`config.mk`:
```
export PLATFORM = sky130hd
export DESIGN_NAME = rgb_to_hsl_converter
export DESIGN_NICKNAME = d
export VERILOG_FILES = /design/src/rtl/rgb2hsl_pkg.sv /design/src/rtl/rgb_to_hsl_converter.sv /design/src/rtl/rgb2hsl_classify.sv /design/src/rtl/rgb2hsl_scale.sv /design/src/rtl/rgb2hsl_div_step.sv
export SDC_FILE = /design/constraint.sdc
export NUM_CORES = 1
export LEC_CHECK = 0
export ABC_CLOCK_PERIOD_IN_PS = 8900
export BUFFER_PORTS_ARGS = -buffer_cell sky130_fd_sc_hd__clkbuf_2
export CAP_MARGIN = 25
export CELL_PAD_IN_SITES_DETAIL_PLACEMENT = 1
export CELL_PAD_IN_SITES_GLOBAL_PLACEMENT = 1
export CORE_MARGIN = 2
export CORE_UTILIZATION = 45
export CTS_BUF_LIST = sky130_fd_sc_hd__clkbuf_16
export DETAILED_ROUTE_END_ITERATION = 12
export MAX_ROUTING_LAYER = met4
export PLACE_DENSITY_LB_ADDON = 0.12
export SLEW_MARGIN = 20
export SYNTH_ARGS = -nofsm -noshare
export SYNTH_HDL_FRONTEND = slang
export SYNTH_SLANG_ARGS = --single-unit
export TNS_END_PERCENT = 30
```
`constraint.sdc`:
```
create_clock -name clock -period 8.9 [get_ports clock]
set_input_delay 0.89 -clock clock [delete_from_list [all_inputs] [get_ports clock]]
set_output_delay 0.89 -clock clock [all_outputs]
set_load 0.01 [all_outputs]
```
`src/rtl/rgb2hsl_pkg.sv`:
```
// ----------------------------------------------------------------------------
// rgb2hsl_pkg
// Widths, constants and stage payload types shared by the RGB to HSL pipeline.
// ----------------------------------------------------------------------------
package rgb2hsl_pkg;

   // channel and intermediate widths
   localparam int CH_W     = 8;
   localparam int SUM_W    = CH_W + 1;
   localparam int HNUM_W   = 12;              // signed hue numerator before wrap
   localparam int SIXD_W   = 11;              // 6*d, up to 1530
   localparam int QSTEPS   = CH_W;            // quotient bits, one per divider step
   localparam int HDIV_W   = SIXD_W + CH_W;   // 255*num, below 2^19
   localparam int HDSH_W   = SIXD_W + QSTEPS - 1;
   localparam int SDIV_W   = 2 * CH_W;        // 255*d
   localparam int SDSH_W   = CH_W + QSTEPS - 1;

   // saturation denominator switch point and mirror
   localparam logic [SUM_W-1:0] SUM_HALF = 9'd255;
   localparam logic [SUM_W-1:0] SUM_FULL = 9'd510;

   // after max/min classification
   typedef struct packed {
      logic [CH_W-1:0]   light;
      logic [CH_W-1:0]   delta;
      logic [CH_W-1:0]   den;
      logic [HNUM_W-1:0] hue_num;   // two's complement, wrapped in the next stage
   } class_type;

   // divider pipeline payload, hue and saturation side by side
   typedef struct packed {
      logic [HDIV_W-1:0] hue_rem;
      logic [HDSH_W-1:0] hue_dsh;
      logic [CH_W-1:0]   hue_q;
      logic [SDIV_W-1:0] sat_rem;
      logic [SDSH_W-1:0] sat_dsh;
      logic [CH_W-1:0]   sat_q;
      logic [CH_W-1:0]   light;
   } div_type;

endpackage

```
`src/rtl/rgb_to_hsl_converter.sv`:
```
// Pipeline: a request passes the classify and scale registers and then eight one-bit
// divider step registers; the last step register drives the response.
// Throughput: one pixel per cycle while rsp_ready is high; the eight-step
// hue/saturation divider pipeline sets the depth. Each stage holds its request
// while stalled. Reset: synchronous, clears all stage valid bits; no other state.
// ----------------------------------------------------------------------------
// rgb_to_hsl_converter
// Pipelined 8-bit RGB to HSL conversion with valid/ready on both sides.
// ----------------------------------------------------------------------------
module rgb_to_hsl_converter (
   input  logic                          clock,
   input  logic                          reset,
   input  logic                          req_valid,
   output logic                          req_ready,
   input  logic [rgb2hsl_pkg::CH_W-1:0]  req_red,
   input  logic [rgb2hsl_pkg::CH_W-1:0]  req_green,
   input  logic [rgb2hsl_pkg::CH_W-1:0]  req_blue,
   output logic                          rsp_valid,
   input  logic                          rsp_ready,
   output logic [rgb2hsl_pkg::CH_W-1:0]  rsp_hue,
   output logic [rgb2hsl_pkg::CH_W-1:0]  rsp_saturation,
   output logic [rgb2hsl_pkg::CH_W-1:0]  rsp_lightness
);
   import rgb2hsl_pkg::*;

   class_type cls_data;
   logic      cls_valid;
   logic      cls_ready;
   div_type   stage_data  [0:QSTEPS];
   logic      stage_valid [0:QSTEPS];
   logic      stage_ready [0:QSTEPS];

   // max/min and numerators
   rgb2hsl_classify u_classify (
      .clock     (clock),
      .reset     (reset),
      .in_valid  (req_valid),
      .in_ready  (req_ready),
      .in_red    (req_red),
      .in_green  (req_green),
      .in_blue   (req_blue),
      .out_valid (cls_valid),
      .out_ready (cls_ready),
      .out_data  (cls_data)
   );

   // wrap and scale by 255
   rgb2hsl_scale u_scale (
      .clock     (clock),
      .reset     (reset),
      .in_valid  (cls_valid),
      .in_ready  (cls_ready),
      .in_data   (cls_data),
      .out_valid (stage_valid[0]),
      .out_ready (stage_ready[0]),
      .out_data  (stage_data[0])
   );

   // one quotient bit per stage, msb first
   for (genvar i = 0; i < QSTEPS; i++) begin : g_div
      rgb2hsl_div_step u_step (
         .clock     (clock),
         .reset     (reset),
         .in_valid  (stage_valid[i]),
         .in_ready  (stage_ready[i]),
         .in_data   (stage_data[i]),
         .out_valid (stage_valid[i+1]),
         .out_ready (stage_ready[i+1]),
         .out_data  (stage_data[i+1])
      );
   end

   // last divider stage is the output register
   assign stage_ready[QSTEPS] = rsp_ready;
   assign rsp_valid           = stage_valid[QSTEPS];
   assign rsp_hue             = stage_data[QSTEPS].hue_q;
   assign rsp_saturation      = stage_data[QSTEPS].sat_q;
   assign rsp_lightness       = stage_data[QSTEPS].light;

   // a taken output always frees room at the input
   assert property (@(posedge clock) disable iff (reset)
      rsp_ready |-> req_ready)
      else $error("pipeline blocked input while output was taken");

   // nothing comes out right after reset
   assert property (@(posedge clock)
      reset |=> !rsp_valid)
      else $error("response valid right after reset");

   // a stalled result keeps its value
   assert property (@(posedge clock) disable iff (reset)
      (rsp_valid && !rsp_ready) |=>
         (rsp_valid && $stable({rsp_hue, rsp_saturation, rsp_lightness})))
      else $error("stalled result lost or changed");

endmodule

```
`src/rtl/rgb2hsl_classify.sv`:
```
// ----------------------------------------------------------------------------
// rgb2hsl_classify
// First stage: max/min search, lightness, saturation denominator and the
// signed hue numerator for the dominant channel.
// ----------------------------------------------------------------------------
module rgb2hsl_classify (
   input  logic                          clock,
   input  logic                          reset,
   input  logic                          in_valid,
   output logic                          in_ready,
   input  logic [rgb2hsl_pkg::CH_W-1:0]  in_red,
   input  logic [rgb2hsl_pkg::CH_W-1:0]  in_green,
   input  logic [rgb2hsl_pkg::CH_W-1:0]  in_blue,
   output logic                          out_valid,
   input  logic                          out_ready,
   output rgb2hsl_pkg::class_type        out_data
);
   import rgb2hsl_pkg::*;

   logic              valid_ff;
   class_type         data_ff;
   class_type         data_in;
   logic [CH_W-1:0]   mx;
   logic [CH_W-1:0]   mn;
   logic [CH_W-1:0]   delta;
   logic [SUM_W-1:0]  sum;
   logic [SUM_W-1:0]  mirror;
   logic [CH_W-1:0]   diff_a;
   logic [CH_W-1:0]   diff_b;
   logic [HNUM_W-1:0] base;

   // smallest channel
   always_comb begin
      mn = in_red;
      if (in_green < mn) mn = in_green;
      if (in_blue < mn) mn = in_blue;
   end

   assign mx = (in_red >= in_green && in_red >= in_blue) ? in_red :
               (in_green >= in_blue) ? in_green : in_blue;
   assign delta = mx - mn;

   // dominant channel picks the sector base and the difference, red wins ties
   always_comb begin
      priority if (in_red >= in_green && in_red >= in_blue) begin
         base   = '0;
         diff_a = in_green;
         diff_b = in_blue;
      end else if (in_green >= in_blue) begin
         base   = {3'b000, delta, 1'b0};
         diff_a = in_blue;
         diff_b = in_red;
      end else begin
         base   = {2'b00, delta, 2'b00};
         diff_a = in_red;
         diff_b = in_green;
      end
   end

   assign sum    = {1'b0, mx} + {1'b0, mn};
   assign mirror = SUM_FULL - sum;

   always_comb begin
      data_in.light   = sum[SUM_W-1:1];
      data_in.delta   = delta;
      data_in.den     = (sum < SUM_HALF) ? sum[CH_W-1:0] : mirror[CH_W-1:0];
      data_in.hue_num = base + {{(HNUM_W-CH_W){1'b0}}, diff_a}
                             - {{(HNUM_W-CH_W){1'b0}}, diff_b};
   end

   // stage register
   assign in_ready = !valid_ff || out_ready;

   always_ff @(posedge clock) begin
      if (reset) begin
         valid_ff <= 1'b0;
      end else if (in_ready) begin
         valid_ff <= in_valid;
      end
   end

   always_ff @(posedge clock) begin
      if (in_ready && in_valid) begin
         data_ff <= data_in;
      end
   end

   assign out_valid = valid_ff;
   assign out_data  = data_ff;

endmodule

```
`src/rtl/rgb2hsl_scale.sv`:
```
// ----------------------------------------------------------------------------
// rgb2hsl_scale
// Second stage: wraps the hue numerator, scales both numerators by 255 and
// lines up both divisors for the first quotient bit.
// ----------------------------------------------------------------------------
module rgb2hsl_scale (
   input  logic                    clock,
   input  logic                    reset,
   input  logic                    in_valid,
   output logic                    in_ready,
   input  rgb2hsl_pkg::class_type  in_data,
   output logic                    out_valid,
   input  logic                    out_ready,
   output rgb2hsl_pkg::div_type    out_data
);
   import rgb2hsl_pkg::*;

   logic              valid_ff;
   div_type           data_ff;
   div_type           data_in;
   logic [SIXD_W-1:0] six_d;
   logic [HNUM_W-1:0] num_wrap;
   logic [SIXD_W-1:0] num;
   logic              grey;

   assign six_d = {1'b0, in_data.delta, 2'b00} + {2'b00, in_data.delta, 1'b0};
   assign grey  = (in_data.delta == '0);

   // negative hue gains one turn
   assign num_wrap = in_data.hue_num[HNUM_W-1] ?
                     in_data.hue_num + {1'b0, six_d} : in_data.hue_num;
   assign num      = num_wrap[SIXD_W-1:0];

   // x*255 as (x<<8)-x; grey pixels get a nonzero divisor so the quotient is 0
   always_comb begin
      data_in.hue_rem = {num, 8'h00} - {8'h00, num};
      data_in.hue_dsh = grey ? '1 : {six_d, {(QSTEPS-1){1'b0}}};
      data_in.hue_q   = '0;
      data_in.sat_rem = {in_data.delta, 8'h00} - {8'h00, in_data.delta};
      data_in.sat_dsh = grey ? '1 : {in_data.den, {(QSTEPS-1){1'b0}}};
      data_in.sat_q   = '0;
      data_in.light   = in_data.light;
   end

   // stage register
   assign in_ready = !valid_ff || out_ready;

   always_ff @(posedge clock) begin
      if (reset) begin
         valid_ff <= 1'b0;
      end else if (in_ready) begin
         valid_ff <= in_valid;
      end
   end

   always_ff @(posedge clock) begin
      if (in_ready && in_valid) begin
         data_ff <= data_in;
      end
   end

   assign out_valid = valid_ff;
   assign out_data  = data_ff;

endmodule

```
`src/rtl/rgb2hsl_div_step.sv`:
```
// ----------------------------------------------------------------------------
// rgb2hsl_div_step
// One restoring division step for hue and saturation: produces one quotient
// bit of each and halves the aligned divisors for the next step.
// ----------------------------------------------------------------------------
module rgb2hsl_div_step (
   input  logic                  clock,
   input  logic                  reset,
   input  logic                  in_valid,
   output logic                  in_ready,
   input  rgb2hsl_pkg::div_type  in_data,
   output logic                  out_valid,
   input  logic                  out_ready,
   output rgb2hsl_pkg::div_type  out_data
);
   import rgb2hsl_pkg::*;

   logic    valid_ff;
   div_type data_ff;
   div_type data_in;
   logic    hue_fit;
   logic    sat_fit;

   assign hue_fit = (in_data.hue_rem >= {1'b0, in_data.hue_dsh});
   assign sat_fit = (in_data.sat_rem >= {1'b0, in_data.sat_dsh});

   // subtract when the shifted divisor fits, shift the bit into the quotient
   always_comb begin
      data_in.hue_rem = hue_fit ? in_data.hue_rem - {1'b0, in_data.hue_dsh}
                                : in_data.hue_rem;
      data_in.hue_dsh = in_data.hue_dsh >> 1;
      data_in.hue_q   = {in_data.hue_q[CH_W-2:0], hue_fit};
      data_in.sat_rem = sat_fit ? in_data.sat_rem - {1'b0, in_data.sat_dsh}
                                : in_data.sat_rem;
      data_in.sat_dsh = in_data.sat_dsh >> 1;
      data_in.sat_q   = {in_data.sat_q[CH_W-2:0], sat_fit};
      data_in.light   = in_data.light;
   end

   // stage register
   assign in_ready = !valid_ff || out_ready;

   always_ff @(posedge clock) begin
      if (reset) begin
         valid_ff <= 1'b0;
      end else if (in_ready) begin
         valid_ff <= in_valid;
      end
   end

   always_ff @(posedge clock) begin
      if (in_ready && in_valid) begin
         data_ff <= data_in;
      end
   end

   assign out_valid = valid_ff;
   assign out_data  = data_ff;

   // remainder stays below the divisor of the step just taken
   assert property (@(posedge clock) disable iff (reset)
      valid_ff |-> (data_ff.hue_rem < {data_ff.hue_dsh, 1'b1}))
      else $error("hue remainder not below divisor");

   assert property (@(posedge clock) disable iff (reset)
      valid_ff |-> (data_ff.sat_rem < {data_ff.sat_dsh, 1'b1}))
      else $error("saturation remainder not below divisor");

   // a stalled stage keeps its request
   assert property (@(posedge clock) disable iff (reset)
      (valid_ff && !out_ready) |=> (valid_ff && $stable(data_ff)))
      else $error("stalled divider stage lost or changed its request");

endmodule
```
# After elaboration in Yosys (flattened, before gate mapping)
# Cells that the tools add are included.
totals:
  regBits: 678
  latchBits: 0
  mem_bits_rw: 0
  rom_bits: 0
  out_inout_bits: 26
  n_memories: 0
op_classes:
  addsub: 23
  multipliers: 0
  div: 0
  n_lt_le_gt_ge: 22
  n_eq_ne: 0
  n_shift: 0
  muxes: 28
  bitwise_logic: 0
  n_reduce_logical: 32
op_table:
  columns: ["cell", "n"]
  rows:
  - ["$mux W19", 7]
  - ["$mux W16", 7]
  - ["$mux W8", 9]
  - ["$ge A8 B8 Y1", 3]
  - ["$ge A19 B11 Y1", 1]
  - ["$ge A19 B12 Y1", 1]
  - ["$ge A19 B13 Y1", 1]
  - ["$ge A19 B14 Y1", 1]
  - ["$ge A19 B15 Y1", 1]
  - ["$ge A19 B16 Y1", 1]
  - ["$ge A19 B17 Y1", 1]
  - ["$ge A19 B18 Y1", 1]
  - ["$sub A19 B11 Y19", 1]
  - ["$sub A19 B12 Y19", 1]
  - ["$sub A19 B13 Y19", 1]
  - ["$sub A19 B14 Y19", 1]
  - ["$sub A19 B15 Y19", 1]
  - ["$sub A19 B16 Y19", 1]
  - ["$sub A19 B17 Y19", 1]
  - ["$sub A19 B18 Y19", 1]
  - ["$ge A16 B10 Y1", 1]
  - ["$ge A16 B11 Y1", 1]
  - ["$ge A16 B12 Y1", 1]
  - ["$ge A16 B13 Y1", 1]
  - ["other kinds (29)", 59]

# Logic depth before layout (Yosys ltp)
# Gate-level depths: netlist of run 1.
depth:
  ltp_word: 12
  mapped_depth: 35
  ltp_nobuf: 34

# Cells and area by module
# From an unflattened synthesis of run 1, not the netlist that was laid out.
hier_totals:
  hier_cells: 4228
  hier_area_um2: 48808.1
by_module_without_submodules:
  columns: ["module", "n_inst", "cells_per_inst", "area_per_inst_um2", "seq_area_each_um2"]
  rows:
  - ["rgb2hsl_div_step at g_div[1].u_step ...", 4, 441, 5172.5, 2722.6]
  - ["rgb2hsl_div_step at g_div[5].u_step ...", 3, 435, 5024.8, 2722.6]
  - ["rgb2hsl_div_step at g_div[0].u_step", 1, 421, 4883.4, 2722.6]
  - ["rgb2hsl_classify", 1, 394, 4134.0, 1101.1]
  - ["rgb2hsl_scale", 1, 344, 4026.4, 1911.8]

# Worst setup path after synthesis of run 1
# Ideal clock, no wire load.
synth_path:
  path_type: "input port to flip-flop"
  from: "input port rsp_ready"
  to: "register g_div[6].u_step.data_ff, in the netlist g_div[6].u_step.out_data[0], enable pin"
  setup_time_ps: 623
  arrival_time_ps: 6431
  required_time_ps: 8277
  setup_slack_ps: 1846
  stages: 2
  path_buffers: 0
  cell_sequence: "nor2b_1 > a21boi_0"
synth_between:
  elab_chain_len: 3
synth_lines:
  columns: ["item", "line_no", "rtl"]
  rows:
  - ["start: declaration", "rgb_to_hsl_converter.sv:19", "input logic rsp_ready,"]
  - ["$logic_or A1 B1 Y1 (2 in a row)", "rgb2hsl_div_step.sv:41", "assign in_ready = !valid_ff || out_ready;"]
  - ["$logic_and A1 B1 Y1", "rgb2hsl_div_step.sv:52", "if (in_ready && in_valid) begin"]
  - ["end signal: assignment", "rgb2hsl_div_step.sv:53", "data_ff <= data_in;"]
  - ["end: declaration", "rgb2hsl_div_step.sv:19", "div_type data_ff;"]
# Every way passes these cells.
# A chain may end at the register's enable or synchronous reset.

==> results of run 1 <==
cells by family after synthesis:
group / count (synthesis) / share of synthesized area [%]
buf+inv: 366 / 3.840
simple gates: 838 / 11.38
xor+xnor: 228 / 5.547
flops: 620 / 51.44
mux: 107 / 3.222
fa+ha+maj: 322 / 11.68
compound gates: 743 / 12.90
per-stage QoR:
stage               area [um2]  hold WS (ps)  cells  utilization (%)  setup slack, ps
finish                   39930         415.4   4423            50.46             1606
global placement         37620         401.2   4290            47.54            897.2
global route             39930         418.9   4423            50.46            963.1
floorplan                36000         400.3   3224                -             1846
CTS                      39870         417.4   4420            50.39             1335
detailed placement       37630         405.6   4291            47.55            726.7
worst paths after layout:
check                                                  start                           end  slack (ps)
worst max-delay path                            req_green[1]       u_classify.out_data[10]        1610
worst min-delay path            g_div[2].u_step.out_data[10]  g_div[3].u_step.out_data[11]         420
worst max register to register       u_classify.out_data[12]          u_scale.out_data[84]        3460
worst min register to register  g_div[2].u_step.out_data[10]  g_div[3].u_step.out_data[11]         420
area by class of cell:
cell class	instances	area share, %
timing repair buffer	73	1.109
clock inverter	56	1.047
inverter	313	2.943
clock buffer	73	4.575
tap	1050	3.290
multi-input combinational	2238	40.66
sequential	620	46.38
cell usage in the layout (no fill, tap or decap), types with 12 or more instances in the layout:
cell       instances
nor4_1            21
inv_1            326
o21a_1            43
or3_1             33
o21bai_1          20
mux2_2            67
nor2_1           243
edfxtp_1         610
a21oi_1          238
o31ai_1           14
a31oi_1           25
a21boi_0          16
o31a_1            14
and3_1            19
nand2_1          192
o211ai_1          18
buf_4             17
nor2b_1           54
a21o_1            73
nand2b_1          74
nand4_1           36
clkbuf_2          53
mux2i_1           39
fa_1              24
o21ai_0          177
a211oi_1          18
xor2_1           101
clkinv_1          12
clkbuf_16         73
ha_1             296
xnor2_1          127
a2111oi_0         13
nor3_1            52
nand3_1           52
registers in the layout (all words and copies together), names as in the netlist:
name                    cells
u_scale.out_valid           1
u_classify.out_data        35
g_div.u_step.out_valid      8
g_div.u_step.out_data     513
u_scale.out_data           62
u_classify.out_valid        1
worst max-delay path, delay by kind of cell:
kind	cells	cell delay, ps
XOR/XNOR	2	390
AO/OA/AOI/OAI	13	2270
buffers and inverters	7	960
adder cells (fa/ha/maj)	6	1670
AND/OR/NAND/NOR	5	610
multiplexers	3	850
report_power, final:
part,switching [W],internal [W],total [W],leakage (nW)
registers,0.000176,0.00367,0.00385,5.59
logic,0.00210,0.00151,0.00361,8.86
clock network,0.00115,0.00161,0.00277,1.14
layer usage:
metal  vias to the layer above  track usage [%]  routed length [um]
met3                       133            2.437                1890
met2                       243            35.57               40310
met4                         0            6.445                2071
li1                      11929                -                   -
met1                     11483            21.73               32720
met5                         -                -                   0
==> metrics.yaml, run 1 <==
yosys:
  synth_nets: 3572
  synth-seq-cells: 620
  synth_top_flop_cell: "edfxtp_1"
  synth_top_area_share_pct: 50.88
  yosys-top-cells-count: "610 x edfxtp_1, 311 x inv_1, 296 x ha_1, 243 x nor2_1, 242 x a21oi_1"
  synth-edff-count: 610
  syn-mean-instance-area_um2: 11.17
  synth_top_cell_by_area: "edfxtp_1"
  yosysWarnings: 0
  seq_area_frac_synth_pct: 51.44
  synth_cells: 3224
  ys_types: 78
  yosysMostFrequentCell: "edfxtp_1"
  syn_area_mm2: 0.03600
  synth-async-reset-ratio_pct: 0
  synthTopCellsByArea: "edfxtp_1 51%, ha_1 10%, a21oi_1 3.4%"
critical_path:
  setup.worst_path.start_class: "input port"
  critPathMaxStageDelay_ps: 560
  cp_max_fo: 13
  crit_type: "input port to flip-flop"
  reg2regPathDepth: 20
  crit_arrival_ps: 7640
  end_kind: "flip-flop"
  slowest_stage: "fa_1"
  required_ps: 9250
timing:
  skew_ps: 18.26
  setup_viol: 0
  period_share_pct: 81.95
  timing.setup.tns_ps: 0
  tightest_slew_ps: 908.1
  slew_headroom_pct: 39.46
  rsz0062_at_grt: "false"
  maxSlewViolCount: 0
  max_freq_mhz: 137.1
  fin_crit_ps: 7294
  final_hold_viol_count: 0
drt:
  postRouteWirelength_um: 76990
  drt_iter0_markers: 997
  vias_per_cell: 5.378
  drc: 0
  wl_per_cell_um: 17.41
  vias: 23788
  drt_pre_antenna_iters: 5
  antenna_left: 0
grt:
  grt_remaining_overflow: 0
  grt_pass1_wl_um: 127000
  track_usage_pct: 19.39
  grt_antenna_before_repair: 0
  grt_max_degree: 71
  grt_pass1_vias: 25393
clock_network:
  cts_setup_buffers: 0
  cts_tree: "built"
  ctsRootBufferMaster: "clkbuf_16"
  cts.path.max_buffers: 3
  cts_made_buffers: 72
  ctsHoldBuffers: 0
  clk_latency_ps: 610
  cts_resized: 0
  cts-htree-levels: 3
  clock_sink_count: 620
  cts.clk_slew.worst_paths_ps: 60
finish:
  drive_gt1_share_pct: 8.598
  layout.nets: 3666
  multi_input_area_mm2: 0.01623
  n_fill_cell: 8381
  seqCellArea_mm2: 0.01852
  syn_to_final_growth_pct: 10.90
  diodes: 0
floorplan:
  die_w_um: 286.9
  core_area_mm2: 0.07913
  die_h_um: 286.9
  ios: 54
  initial_core_util_pct: 45.50
  die-area_mm2: 0.08228
  rows: 103
pwr:
  power.total_w: 0.01023
  peakVddDrop_mv: 0.3197
  power_density_mw_per_mm2: 256.1
  p_leak_nw: 15.59
placement:
  place.gp.congestion: 0.9274
  hpwl_um: 60580
  io_buffers: 53
run:
  drv_cap: 0
status:
  status: "finished clean"
min_path:
  min_path_type: "flip-flop to flip-flop"
  min_path_cells: 0
Power figures use the tool's default switching activity.
==> run 2: changes to the inputs <==
ABC_CLOCK_PERIOD_IN_PS = 6730   (was 8900)
clock period = 6.73 ns   (was 8.9 ns; I/O delays follow)
==> run 2 against run 1 <==
Compared with the run above: via count increased by 0.97%; clock-buffer cell count decreased by 2; worst hold slack got worse by 54 ps; clock power increased by 28%; final cell count increased by 1.2%; final area increased by 0.96%; combinational power increased by 38%; core utilization increased by 0.48 points; sequential cell count unchanged; sequential share of layout area decreased by 0.44 points; critical path type unchanged; register-to-register slack got worse by 2200 ps; power increased by 33%.
==> metrics.yaml, run 2 (synthesis results as in run 1) <==
finish:
  n_fill_cell: 8372
  seqCellArea_mm2: 0.01852
  largest_reg_flops: 513
  layout.nets: 3726
  syn_to_final_growth_pct: 11.96
  multi_input_area_mm2: 0.01628
  mostFrequentLayoutCells: "610 x edfxtp_1, 323 x inv_1, 296 x ha_1"
  mostFrequentLayoutCell: "edfxtp_1"
  fin_cells: 4475
  design_area_mm2: 0.04031
  drive_gt1_share_pct: 10.19
  diodes: 0
pwr:
  peakVddDrop_mv: 0.3602
  p_int_w: 0.009068
  combPwrFrac_pct: 36.6
  seqPwrFrac_pct: 37.4
  clkPwrFrac_pct: 26.0
  p_switching_w: 0.004558
  swShare_pct: 33.45
  p_leak_nw: 15.84
  power_density_mw_per_mm2: 338.0
placement:
  pre_cts_ws_ps: -503.3
  place_inst: 4355
  io_buffers: 53
  place_area_mm2: 0.03813
  place.gp.congestion: 0.9274
  hpwl_um: 62450
clock_network:
  ctsRootBufferMaster: "clkbuf_16"
  cts_made_buffers: 71
  cts_tree: "built"
  cts-htree-levels: 3
  cts.clk_slew.worst_paths_ps: 60
  clk_latency_ps: 620
  cts.path.max_buffers: 3
  clock_sink_count: 620
critical_path:
  setup.worst_path.start_class: "input port"
  slowest_stage: "fa_1"
  crit_type: "input port to flip-flop"
  required_ps: 7090
  crit_top_cell: "ha_1"
  cp_max_fo: 6
  rr_endpoint: "u_scale.out_data[91]"
  r2r_setup_slack_ps: 1240
  reg2regPathDepth: 18
  crit_arrival_ps: 6700
  critPathMaxStageDelay_ps: 530
  r2r-start: "u_classify.out_data[12]"
  end_kind: "flip-flop"
  endpoint: "u_classify.out_data[9]"
  crit_start: "req_green[5]"
drt:
  wl_per_cell_um: 17.71
  drt_pre_antenna_iters: 5
  postRouteWirelength_um: 79240
  antenna_left: 0
  drt_iter0_markers: 1068
  vias: 24019
  vias_per_cell: 5.367
  drc: 0
min_path:
  min_path_type: "input port to flip-flop"
timing:
  setup_viol: 0
  fin_crit_ps: 6332
  skew_ps: 20.11
  period_share_pct: 94.08
  slew_headroom_pct: 38.43
  maxSlewViolCount: 0
  max_freq_mhz: 157.9
  fin_ws_ps: 398.3
  final_hold_viol_count: 0
  tightest_slew_ps: 923.5
grt:
  grt_antenna_before_repair: 0
  grt_pass1_wl_um: 130200
  grt_remaining_overflow: 0
  grt_max_degree: 73
  track_usage_pct: 19.96
  grt_pass1_vias: 25969
floorplan:
  ios: 54
  rows: 103
  initial_core_util_pct: 45.50
  die_w_um: 286.9
  die_h_um: 286.9
  die-area_mm2: 0.08228
  core_area_mm2: 0.07913
status:
  status: "finished clean"
run:
  drv_cap: 0
-- run 2: changes by cell type in the layout (fill, tap and decap cells not counted), moves of 3 or more --
cell / change
clkinv_1: +3
a21oi_2: +4
clkinvlp_4: -5
a21oi_1: -4
buf_4: +61
inv_1: -3
-- run 2: repair_timing --
item | CTS | global route
setup buffers | 0 | 0
gates resized for setup | 0 | 8
hold buffers | 0 | 0
setup endpoints to repair | 0 | 5
-- run 2: worst min path at each step --
stage                                            start                      endpoint  slack (ps)  depth (start not counted)
after floorplan                    u_scale.out_data[0]   g_div[0].u_step.out_data[0]         400                          0
after global placement     g_div[0].u_step.out_data[5]   g_div[1].u_step.out_data[5]         400                          0
after detailed placement  g_div[6].u_step.out_data[14]  g_div[7].u_step.out_data[15]         410                          0
after CTS                                    req_valid          u_classify.out_valid         330                          3
after global routing                         req_valid          u_classify.out_valid         390                          3
final                                        req_valid          u_classify.out_valid         360                          3
-- run 2: final cells by class --
cell class                      count  area share, %
Sequential cell                   620          45.94
Timing Repair Buffer              134          2.235
Clock buffer                       71          4.408
Inverter                          313          2.915
Tap cell                         1050          3.259
Clock inverter                     49         0.8660
Multi-Input combinational cell   2238          40.38
-- run 2: worst max-delay path: cells and delay by family --
kind | cells | cell delay (ps)
adders and majority gates | 6 | 1880
buffers and inverters | 5 | 300
muxes | 2 | 620
xor gates and xnor gates | 2 | 290
AOI/OAI and AO/OA | 13 | 2140
and+or+nand+nor | 5 | 760
-- run 2: per-stage QoR --
| step | utilization (%) | hold WS (ps) | power (W) | TNS (ps) |
|---|---|---|---|---|
| final | 50.94 | 361.6 | 0.01363 | 0 |
| after global routing | 50.94 | 386.3 | 0.01455 | -24.08 |
| after CTS | 50.88 | 330.5 | 0.01380 | 0 |
| after detailed placement | 48.19 | 405.6 | 0.01018 | -2016 |
| after global placement | 48.13 | 401.1 | 0.009985 | -1485 |
| after floorplan | - | 400.3 | 0.008663 | -6831 |
-- run 2: power groups by stage --
| stage | clock network (W) | registers, W | logic (W) |
|---|---|---|---|
| 2_1_floorplan | 0 | 0.00504 | 0.00362 |
| 3_3_place_gp | 0 | 0.00517 | 0.00481 |
| 3_5_place_dp | 0 | 0.00518 | 0.00499 |
| 4_1_cts | 0.00367 | 0.00510 | 0.00503 |
| 5_1_grt | 0.00380 | 0.00512 | 0.00563 |
| 6_report | 0.00355 | 0.00510 | 0.00498 |
-- run 2: metal layers --
metal  up-vias  global-route usage (%)  part of all wire [%]  wire (um)
met4         0                   7.813                   3.6       2884
met2       263                   36.32                    52      40890
li1      12042                       -                     -          -
met5         -                       -                     0          0
met3       168                   2.508                   2.5       2000
met1     11546                   22.14                    42      33460
